File: src/design/deq_pkg.sv
// shared types and constants for the double-ended queue block
// no dependencies; imported by double_ended_queue_top and deq_checker
package deq_pkg;

    localparam int CAPACITY = 16;
    localparam int DATA_W   = 64;
    localparam int IDX_W    = $clog2(CAPACITY);
    localparam int CNT_W    = $clog2(CAPACITY + 1);

    localparam int KIND_W   = 3;
    localparam int VAL_W    = 64;
    localparam int FILL_W   = 5;
    localparam int STATUS_W = 2;
    localparam int OUT_W    = 2 * VAL_W + 1 + FILL_W + STATUS_W;

    typedef enum logic [KIND_W-1:0] {
        K_PUSH_FRONT = 3'd0,
        K_PUSH_BACK  = 3'd1,
        K_POP_FRONT  = 3'd2,
        K_POP_BACK   = 3'd3,
        K_REVERSE    = 3'd4,
        K_QUERY      = 3'd5
    } t_kind;

    typedef enum logic [STATUS_W-1:0] {
        ST_DONE  = 2'd0,
        ST_FULL  = 2'd1,
        ST_EMPTY = 2'd2
    } t_status;

    typedef struct packed {
        t_status             status;
        logic [CNT_W-1:0]    count;
        logic                rev;
        logic                byp_first;
        logic                byp_last;
        logic [DATA_W-1:0]   wdata;
    } t_meta;

endpackage

File: src/design/deq_ram.sv
// generic simple ram: one write port, two read ports with registered read data
// no dependencies
module deq_ram #(
    parameter int WIDTH = 64,
    parameter int DEPTH = 16
) (
    input  logic                     i_clk,
    input  logic                     i_we,
    input  logic [$clog2(DEPTH)-1:0] i_waddr,
    input  logic [WIDTH-1:0]         i_wdata,
    input  logic                     i_re,
    input  logic [$clog2(DEPTH)-1:0] i_raddr_a,
    input  logic [$clog2(DEPTH)-1:0] i_raddr_b,
    output logic [WIDTH-1:0]         o_rdata_a,
    output logic [WIDTH-1:0]         o_rdata_b
);

    logic [WIDTH-1:0] r_mem [DEPTH];
    logic [WIDTH-1:0] r_rdata_a;
    logic [WIDTH-1:0] r_rdata_b;

    always_ff @(posedge i_clk) begin
        if (i_we) begin
            r_mem[i_waddr] <= i_wdata;
        end
        if (i_re) begin
            r_rdata_a <= r_mem[i_raddr_a];
            r_rdata_b <= r_mem[i_raddr_b];
        end
    end

    assign o_rdata_a = r_rdata_a;
    assign o_rdata_b = r_rdata_b;

endmodule

File: src/design/double_ended_queue_top.sv
// double-ended queue top level: ring store, head/count/reverse state, output stage
// depends on deq_pkg and deq_ram
//
// slave stream takes one operation per beat: tuser carries the kind
// (push front, push back, pop front, pop back, reverse, query), tdata the
// word to push. master stream returns one result beat per operation with
// the logical front and back words, empty flag, element count and status
// (done, push rejected when full, pop rejected when empty).
// each operation passes the input register, the state update with the
// ring store write and its two registered reads (front and back slot),
// then the output register.
// one operation per cycle while the master side does not stall; the state
// update and the ring store access for one operation happen in the same cycle.
// reset empties the queue (head, count and reverse flag cleared) and
// drops all beats in flight; store contents are not cleared.
// when the master side stalls, each stage holds and fills in turn;
// s_axis_tready drops only once every stage holds a beat.
module double_ended_queue_top (
    input  logic                          i_clk,
    input  logic                          i_rst_n,
    input  logic                          s_axis_tvalid,
    output logic                          s_axis_tready,
    input  logic [deq_pkg::VAL_W-1:0]     s_axis_tdata,  // push_value
    input  logic [deq_pkg::KIND_W-1:0]    s_axis_tuser,  // kind
    output logic                          m_axis_tvalid,
    input  logic                          m_axis_tready,
    output logic [deq_pkg::OUT_W-1:0]     m_axis_tdata   // front_value, back_value,
                                                         // is_empty, fill_count, status
);
    import deq_pkg::*;

    localparam logic [IDX_W-1:0] IDX_LAST = IDX_W'(CAPACITY - 1);
    localparam logic [CNT_W-1:0] CNT_FULL = CNT_W'(CAPACITY);

    function automatic logic [IDX_W-1:0] ring_add(input logic [IDX_W-1:0] idx,
                                                  input logic [CNT_W-1:0] off);
        logic [CNT_W:0] sum;
        sum = (CNT_W + 1)'(idx) + (CNT_W + 1)'(off);
        if (sum >= (CNT_W + 1)'(CAPACITY)) begin
            sum = sum - (CNT_W + 1)'(CAPACITY);
        end
        return sum[IDX_W-1:0];
    endfunction

    logic en1, en2, en3;

    logic               r1_valid;
    t_kind              r1_kind;
    logic [DATA_W-1:0]  r1_value;

    logic [IDX_W-1:0]   r_head, n_head;
    logic [CNT_W-1:0]   r_count, n_count;
    logic               r_rev, n_rev;
    t_status            n_status;
    logic               n_we;
    logic [IDX_W-1:0]   n_waddr;
    logic [IDX_W-1:0]   raddr_first, raddr_last;

    logic               r2_valid;
    t_meta              r2_meta, n_meta;
    logic [DATA_W-1:0]  rd_first, rd_last;

    logic               r3_valid;
    logic [VAL_W-1:0]   r3_front, r3_back;
    logic               r3_empty;
    logic [FILL_W-1:0]  r3_count;
    t_status            r3_status;
    logic [DATA_W-1:0]  first_val, last_val;

    // stage enables, each stage fills when the one after it stalls
    assign en3 = !r3_valid || m_axis_tready;
    assign en2 = !r2_valid || en3;
    assign en1 = !r1_valid || en2;
    assign s_axis_tready = en1;

    always_ff @(posedge i_clk) begin
        if (!i_rst_n) begin
            r1_valid <= 1'b0;
        end else if (en1) begin
            r1_valid <= s_axis_tvalid;
        end
        if (en1 && s_axis_tvalid) begin
            r1_kind  <= t_kind'(s_axis_tuser);
            r1_value <= s_axis_tdata[DATA_W-1:0];
        end
    end

    // next state of the ring for the operation in stage one
    always_comb begin
        n_head   = r_head;
        n_count  = r_count;
        n_rev    = r_rev;
        n_status = ST_DONE;
        n_we     = 1'b0;
        n_waddr  = ring_add(r_head, r_count);
        case (r1_kind)
            K_PUSH_FRONT, K_PUSH_BACK: begin
                if (r_count == CNT_FULL) begin
                    n_status = ST_FULL;
                end else begin
                    n_we    = 1'b1;
                    n_count = r_count + 1'b1;
                    if ((r1_kind == K_PUSH_FRONT) != r_rev) begin
                        n_head  = (r_head == '0) ? IDX_LAST : r_head - 1'b1;
                        n_waddr = n_head;
                    end
                end
            end
            K_POP_FRONT, K_POP_BACK: begin
                if (r_count == '0) begin
                    n_status = ST_EMPTY;
                end else begin
                    n_count = r_count - 1'b1;
                    if ((r1_kind == K_POP_FRONT) != r_rev) begin
                        n_head = (r_head == IDX_LAST) ? '0 : r_head + 1'b1;
                    end
                end
            end
            K_REVERSE: begin
                n_rev = !r_rev;
            end
            default: begin
            end
        endcase
    end

    assign raddr_first = n_head;
    assign raddr_last  = ring_add(n_head, n_count - 1'b1);

    always_comb begin
        n_meta.status    = n_status;
        n_meta.count     = n_count;
        n_meta.rev       = n_rev;
        n_meta.byp_first = n_we && (n_waddr == raddr_first);
        n_meta.byp_last  = n_we && (n_waddr == raddr_last);
        n_meta.wdata     = r1_value;
    end

    always_ff @(posedge i_clk) begin
        if (!i_rst_n) begin
            r_head   <= '0;
            r_count  <= '0;
            r_rev    <= 1'b0;
            r2_valid <= 1'b0;
        end else begin
            if (en2 && r1_valid) begin
                r_head  <= n_head;
                r_count <= n_count;
                r_rev   <= n_rev;
            end
            if (en2) begin
                r2_valid <= r1_valid;
            end
        end
        if (en2) begin
            r2_meta <= n_meta;
        end
    end

    deq_ram #(
        .WIDTH(DATA_W),
        .DEPTH(CAPACITY)
    ) u_ram (
        .i_clk     (i_clk),
        .i_we      (en2 && r1_valid && n_we),
        .i_waddr   (n_waddr),
        .i_wdata   (r1_value),
        .i_re      (en2),
        .i_raddr_a (raddr_first),
        .i_raddr_b (raddr_last),
        .o_rdata_a (rd_first),
        .o_rdata_b (rd_last)
    );

    // write-through for a slot written in the same cycle it was read
    always_comb begin
        first_val = r2_meta.byp_first ? r2_meta.wdata : rd_first;
        last_val  = r2_meta.byp_last  ? r2_meta.wdata : rd_last;
        if (r2_meta.count == '0) begin
            first_val = '0;
            last_val  = '0;
        end
    end

    always_ff @(posedge i_clk) begin
        if (!i_rst_n) begin
            r3_valid <= 1'b0;
        end else if (en3) begin
            r3_valid <= r2_valid;
        end
        if (en3) begin
            r3_front  <= VAL_W'(r2_meta.rev ? last_val : first_val);
            r3_back   <= VAL_W'(r2_meta.rev ? first_val : last_val);
            r3_empty  <= (r2_meta.count == '0);
            r3_count  <= FILL_W'(r2_meta.count);
            r3_status <= r2_meta.status;
        end
    end

    assign m_axis_tvalid = r3_valid;
    assign m_axis_tdata  = {r3_status, r3_count, r3_empty, r3_back, r3_front};

endmodule

File: config.mk
export PLATFORM = sky130hd
export DESIGN_NAME = double_ended_queue_top
export DESIGN_NICKNAME = d
export VERILOG_FILES = /design/src/design/deq_pkg.sv /design/src/design/deq_ram.sv /design/src/design/double_ended_queue_top.sv
export SDC_FILE = /design/constraint.sdc
export NUM_CORES = 2
export LEC_CHECK = 0
export ABC_CLOCK_PERIOD_IN_PS = 33100
export BUFFER_PORTS_ARGS = -buffer_cell sky130_fd_sc_hd__buf_2
export CAP_MARGIN = 20
export CORE_UTILIZATION = 63
export DETAILED_ROUTE_END_ITERATION = 10
export GPL_TIMING_DRIVEN = 1
export PLACE_DENSITY_LB_ADDON = 0.2
export SYNTH_ARGS = -nofsm -noshare
export SYNTH_HDL_FRONTEND = slang
export SYNTH_SLANG_ARGS = --single-unit
File: constraint.sdc
create_clock -name i_clk -period 33.1 [get_ports i_clk]
set_input_delay 6.62 -clock i_clk [delete_from_list [all_inputs] [get_ports i_clk]]
set_output_delay 6.62 -clock i_clk [all_outputs]
set_load 0.03 [all_outputs]
== Word level (Yosys, flattened, before mapping) ==
Memories as Yosys holds them, arrays and structs flattened. A register that Yosys moved wholly into a read port is not among the register bits.
Index checks and enable logic that the tools add are counted.

* ROM bits: 0
* Bits in latches: 0
* Register bits after elaboration: 290
* Memory bits (writable): 1024
* Memories: 1
* Output and inout port bits: 138
* Bits of input ports: 71

* Div/mod/pow operators: 0
* Equality and inequality tests: 10
* Order comparisons: 2
* Shift-type cells: 0
* Multiply operators: 0
* Multiplexer cells: 29
* Add/sub/neg operators: 9
* Reduce and logical (&&, ||, !) cells: 18
* Bitwise logic cells: 0

{| class="wikitable"
|+ Memories
! name !! depth !! bits a word !! rd ports !! clocked after Yosys merged registers in !! wr ports !! line !! RTL
|-
| u_ram.r_mem || 16 || 64 || 2 || 2 || 1 || deq_ram.sv:18 || <nowiki>logic [WIDTH-1:0] r_mem [DEPTH];</nowiki>
|}

{| class="wikitable"
|+ Operators by type and width
! operator !! number
|-
| $mux W64 || 6
|-
| $mux W4 || 11
|-
| $add A4 B5 Y6 || 2
|-
| $ge A6 B5 Y1 const B || 2
|-
| $sub A4 B1 Y4 const B || 3
|-
| $logic_not A5 Y1 || 2
|-
| $mux W5 || 2
|-
| $pmux W5 S2 || 1
|-
| $sub A5 B1 Y5 const B || 2
|-
| $eq A4 B4 Y1 || 2
|-
| $pmux W4 S2 || 1
|-
| $eq A3 B2 Y1 const B || 2
|-
| $mux W1 || 6
|-
| $add A5 B1 Y5 const B || 1
|-
| $eq A5 B5 Y1 const B || 1
|-
| $logic_and A1 B1 Y1 || 5
|-
| $add A4 B1 Y4 const B || 1
|-
| $eq A4 B4 Y1 const B || 1
|-
| $logic_not A1 Y1 || 4
|-
| $logic_not A4 Y1 || 1
|-
| $pmux W2 S2 || 1
|-
| $reduce_or A2 Y1 || 2
|-
| $eq A3 B1 Y1 const B || 1
|-
| $eq A3 B3 Y1 const B || 1
|-
| 4 further kinds || 7
|}

== Depth between registers and ports, before layout ==
* Depth after elaboration: 10
* Mapped depth: 19
* Gate-level depth less buffers: 15

== By module ==
Synthesis repeated with hierarchy kept, for this count alone.

* Cell total of the unflattened synthesis: 3161
* Area, all modules: 62956.6 um^2

{| class="wikitable"
|+ Modules (own cells, without submodules)
! module !! area each (um^2) !! cells an instance !! instances
|-
| deq_ram || 49588.8 || 2247 || 1
|-
| double_ended_queue_top || 13367.8 || 914 || 1
|}

== Worst setup path after synthesis ==
OpenSTA, ideal clock, no wires.

* Kind: input to register
* Start point: input port m_axis_tready
* End point: memory u_ram.r_mem[2][0] (enable)
* Data arrival time: 14.670 ns
* Slack: 17.944 ns
* Required time: 32.613 ns
* Path buffers: 1
* Stages on the path: 6
* Path through: nor2b_1 nand2_1 and2_1 clkbuf_1 nand4_1 nor2_1

* Cells in the longest elaborated chain, start to end: 6

{| class="wikitable"
|+ RTL lines
! element !! line !! RTL
|-
| from (decl) || double_ended_queue_top.sv:26 || <nowiki>input logic m_axis_tready,</nowiki>
|-
| $logic_or A1 B1 Y1 || double_ended_queue_top.sv:71 || <nowiki>assign en3 = !r3_valid || m_axis_tready;</nowiki>
|-
| $logic_or A1 B1 Y1 || double_ended_queue_top.sv:72 || <nowiki>assign en2 = !r2_valid || en3;</nowiki>
|-
| named net en2 || double_ended_queue_top.sv:45 || <nowiki>logic en1, en2, en3;</nowiki>
|-
| $logic_and A1 B1 Y1 (2 in series) || double_ended_queue_top.sv:165 || <nowiki>.i_we (en2 && r1_valid && n_we),</nowiki>
|-
| $mux W1 || deq_ram.sv:23 || <nowiki>if (i_we) begin</nowiki>
|-
| $mux W1 (not written as such) || deq_ram.sv:24 || <nowiki>r_mem[i_waddr] <= i_wdata;</nowiki>
|-
| to (decl) || deq_ram.sv:18 ||
|}

The timed path passes the listed nets, and every way through them passes these cells.

== Worst setup path after layout ==
* Start point: input port m_axis_tready
* End point: output port s_axis_tready

* Cells in the longest elaborated chain, start to end: 3

{| class="wikitable"
|+ RTL lines
! element !! line !! RTL
|-
| $logic_or A1 B1 Y1 || double_ended_queue_top.sv:71 ||
|-
| $logic_or A1 B1 Y1 || double_ended_queue_top.sv:72 ||
|-
| $logic_or A1 B1 Y1 || double_ended_queue_top.sv:73 || <nowiki>assign en1 = !r1_valid || en2;</nowiki>
|-
| to (decl) || double_ended_queue_top.sv:22 || <nowiki>output logic s_axis_tready,</nowiki>
|}

Every way passes these cells.

==> metrics <==
Final Setup Violations 0; via total after detailed routing roughly 37000; Max Clock Skew 0.0245 ns; HPWL after DPL between 80000 and 90000 µm; Final Net Count 4079; Diodes inserted 0; Mapped Avg Cell Area between 15 and 20 µm²; Yosys reg bits around 1400; post-route clock period utilization 0.433; most frequent cells in the layout 1429 x edfxtp_1, 576 x mux2i_1, 410 x nand2_1, 385 x mux2_2, 257 x o211ai_1; CP Launch Type input port; Worst Setup End Kind output port; Worst VDD drop 0.0530 mV; Register Area about 43000 µm²; total track usage 0.294; flop-to-flop setup slack between 20 and 30 ns; Synth cell types 61; Worst-path clk slew roughly 0.060 ns; worst skew pair latency around 0.77 ns; setup_tns 0 ns; hold_buf cts 0; dominant synthesized flop cell edfxtp_1; largest net degree at the start of global routing around 220; routed wire length per instance 27.7 µm; number of global-route vias before repair about 36000; worst-margin pin slew 1.25 ns; DIE AREA between 100000 and 150000 µm²; Cells after Synth approximately 3800; cts repair resizes 0; Max Buffers Root-to-Sink 3; count of final hold-check violations 0; Die Wd 324 µm; Finished Cell Area between 70000 and 80000 µm²; CTS HTree Levels 4; Via density between 6 and 7; syn_nets roughly 3900; area delta synth->final 10.6%; row count between 100 and 150; port bufs about 210; Yosys warning total 0; max-cap violation count 0; most common cell after layout, fill and taps aside edfxtp_1; reg-to-reg startpoint r_count[1]; Post-CTS Setup Inserts 0; leakage approximately 24 nW; Mapped Area 65400 µm²; Crit Path Category input port to output port; Fmax between 60 and 70 MHz; layout cell share with drive strength beyond 1 0.280; main area contributors after synthesis edfxtp_1 66%, mux2i_1 8.8%, mux4_2 8.8%; Synth top area share 0.656; CTS tree done; IO Count 209; Layout fillers approximately 6400; status finished, final reports clean; CP Data Arrival Time slightly below 8 ns; Routability Congestion approximately 0.83; CTS sink cnt around 1400; sequential fraction of the synthesis area 0.660; peak fanout along the critical path 6; first-pass GRT wire length around 230000 µm; Routed Antenna Nets 0; leading area contributor after synthesis edfxtp_1; overall routed net length approximately 150000 µm; fin. max-slew vios 0; Post-synth EDFFs 1429; Min-Delay Path Class flip-flop to flip-flop; initial antenna violation count 1; DRT iter0 DRCs 3734; CP Launch Point m_axis_tready; Power Dens Cells roughly 70 nW/µm²; ys async rst share 0; minimum clock period between 10 and 15 ns; 1st-pass router iterations 6; Starting Density 0.639; area post-placement between 60000 and 70000 µm²; Multi-input gate area approximately 21000 µm²; required time of the critical path around 26 ns; clock tree root driver cell clkbuf_16; GRT Residual Overflow 0; DRC Markers 0; total CTS buffers between 100 and 150; slew margin rel. 0.165; hold_sp r2_meta[73]; Die H 324 µm; RSZ-0062 raised after global routing no; CORE AREA between 100000 and 150000 µm²
path summary, 6_finish.rpt:
| path | to | cells after the start |
|---|---|---|
| max | s_axis_tready | 4 |
| min | r3_status[1] | 0 |
| max reg2reg | u_ram.o_rdata_b[42] | 14 |
| min reg2reg | r3_status[1] | 0 |
layer usage:
metal	global-route usage	share of wire	vias up
met4	0.0995	0.028	0
met2	0.481	0.49	1717
li1	-	-	15700
met1	0.407	0.40	18800
met3	0.0465	0.082	288
met5	0	0	-
metrics by stage:
| stage | worst slack (ns) | hold WS (ns) | util | total power, mW | cells |
|---|---|---|---|---|---|
| after floorplan | 17.94 | 0.400 | - | 3.16 | 3844 |
| after detailed placement | 18.76 | 0.413 | 0.662 | 3.45 | 5214 |
| after CTS | 18.75 | 0.427 | 0.707 | 5.02 | 5473 |
| after global placement | 18.77 | 0.404 | 0.662 | 3.44 | 5214 |
| final | 18.77 | 0.426 | 0.707 | 5.00 | 5474 |
| after global routing | 18.65 | 0.441 | 0.707 | 5.18 | 5474 |
power breakdown:
part / switching, mW / internal [mW] / total, mW
combinational: 0.658 / 0.505 / 1.16
clock: 0.676 / 0.907 / 1.58
sequential: 0.0647 / 2.19 / 2.26
total: 1.40 / 3.60 / 5.00
critical path: stages:
cell     delay, ns
buf_2         0.09
nor2b_1       0.60
nand3_1       0.17
buf_2         0.21
cell families (layout without fill, tap and decap cells):
| group | after synthesis | in the layout | synth area share |
|---|---|---|---|
| xor gates and xnor gates | 23 | 23 | 0.00358 |
| and+or+nand+nor | 556 | 556 | 0.0369 |
| adders and majority gates | 14 | 14 | 0.00291 |
| buffers and inverters | 289 | 551 | 0.0191 |
| muxes | 1217 | 1217 | 0.243 |
| AOI/OAI and AO/OA | 303 | 303 | 0.0347 |
| DFF | 1442 | 1442 | 0.660 |
synthesized netlist by cell type, drive strengths merged, types with 3 or more instances:
master	instances
clkbuf	182
mux2i	576
o211ai	257
inv	13
dfxtp	13
mux4	256
nor2	30
a31oi	3
a21oi	8
xnor2	12
or3	3
nor2b	4
mux2	385
nand3	7
o21ai	8
a21boi	7
nor4b	4
xor2	10
nand4	70
nand2	412
nor3b	3
nor3	5
buf	94
edfxtp	1429
ha	12
and2	8
o311ai	3
state kept, by name, summed over array words and instances (netlist names):
| name | flops |
|---|---|
| u_ram.r_mem | 1024 |
| r2_meta | 74 |
| r1_value | 64 |
| r3_back | 64 |
| r3_front | 64 |
| u_ram.o_rdata_a | 64 |
| u_ram.o_rdata_b | 64 |
| r3_count | 5 |
| r_count | 5 |
| r_head | 4 |
| r1_kind | 3 |
| r3_status | 2 |
| m_axis_tvalid | 1 |
| r1_valid | 1 |
| r2_valid | 1 |
| r3_empty | 1 |
| r_rev | 1 |
cell type report:
type,count,share of cell area
Tap cell,1368,0.0237
Inverter,13,0.000744
Clock inverter,65,0.00818
Clock buffer,194,0.0549
Sequential cell,1442,0.597
Multi-Input combinational cell,2113,0.293
Timing Repair Buffer,279,0.0224
Power figures use the tool's default switching activity.
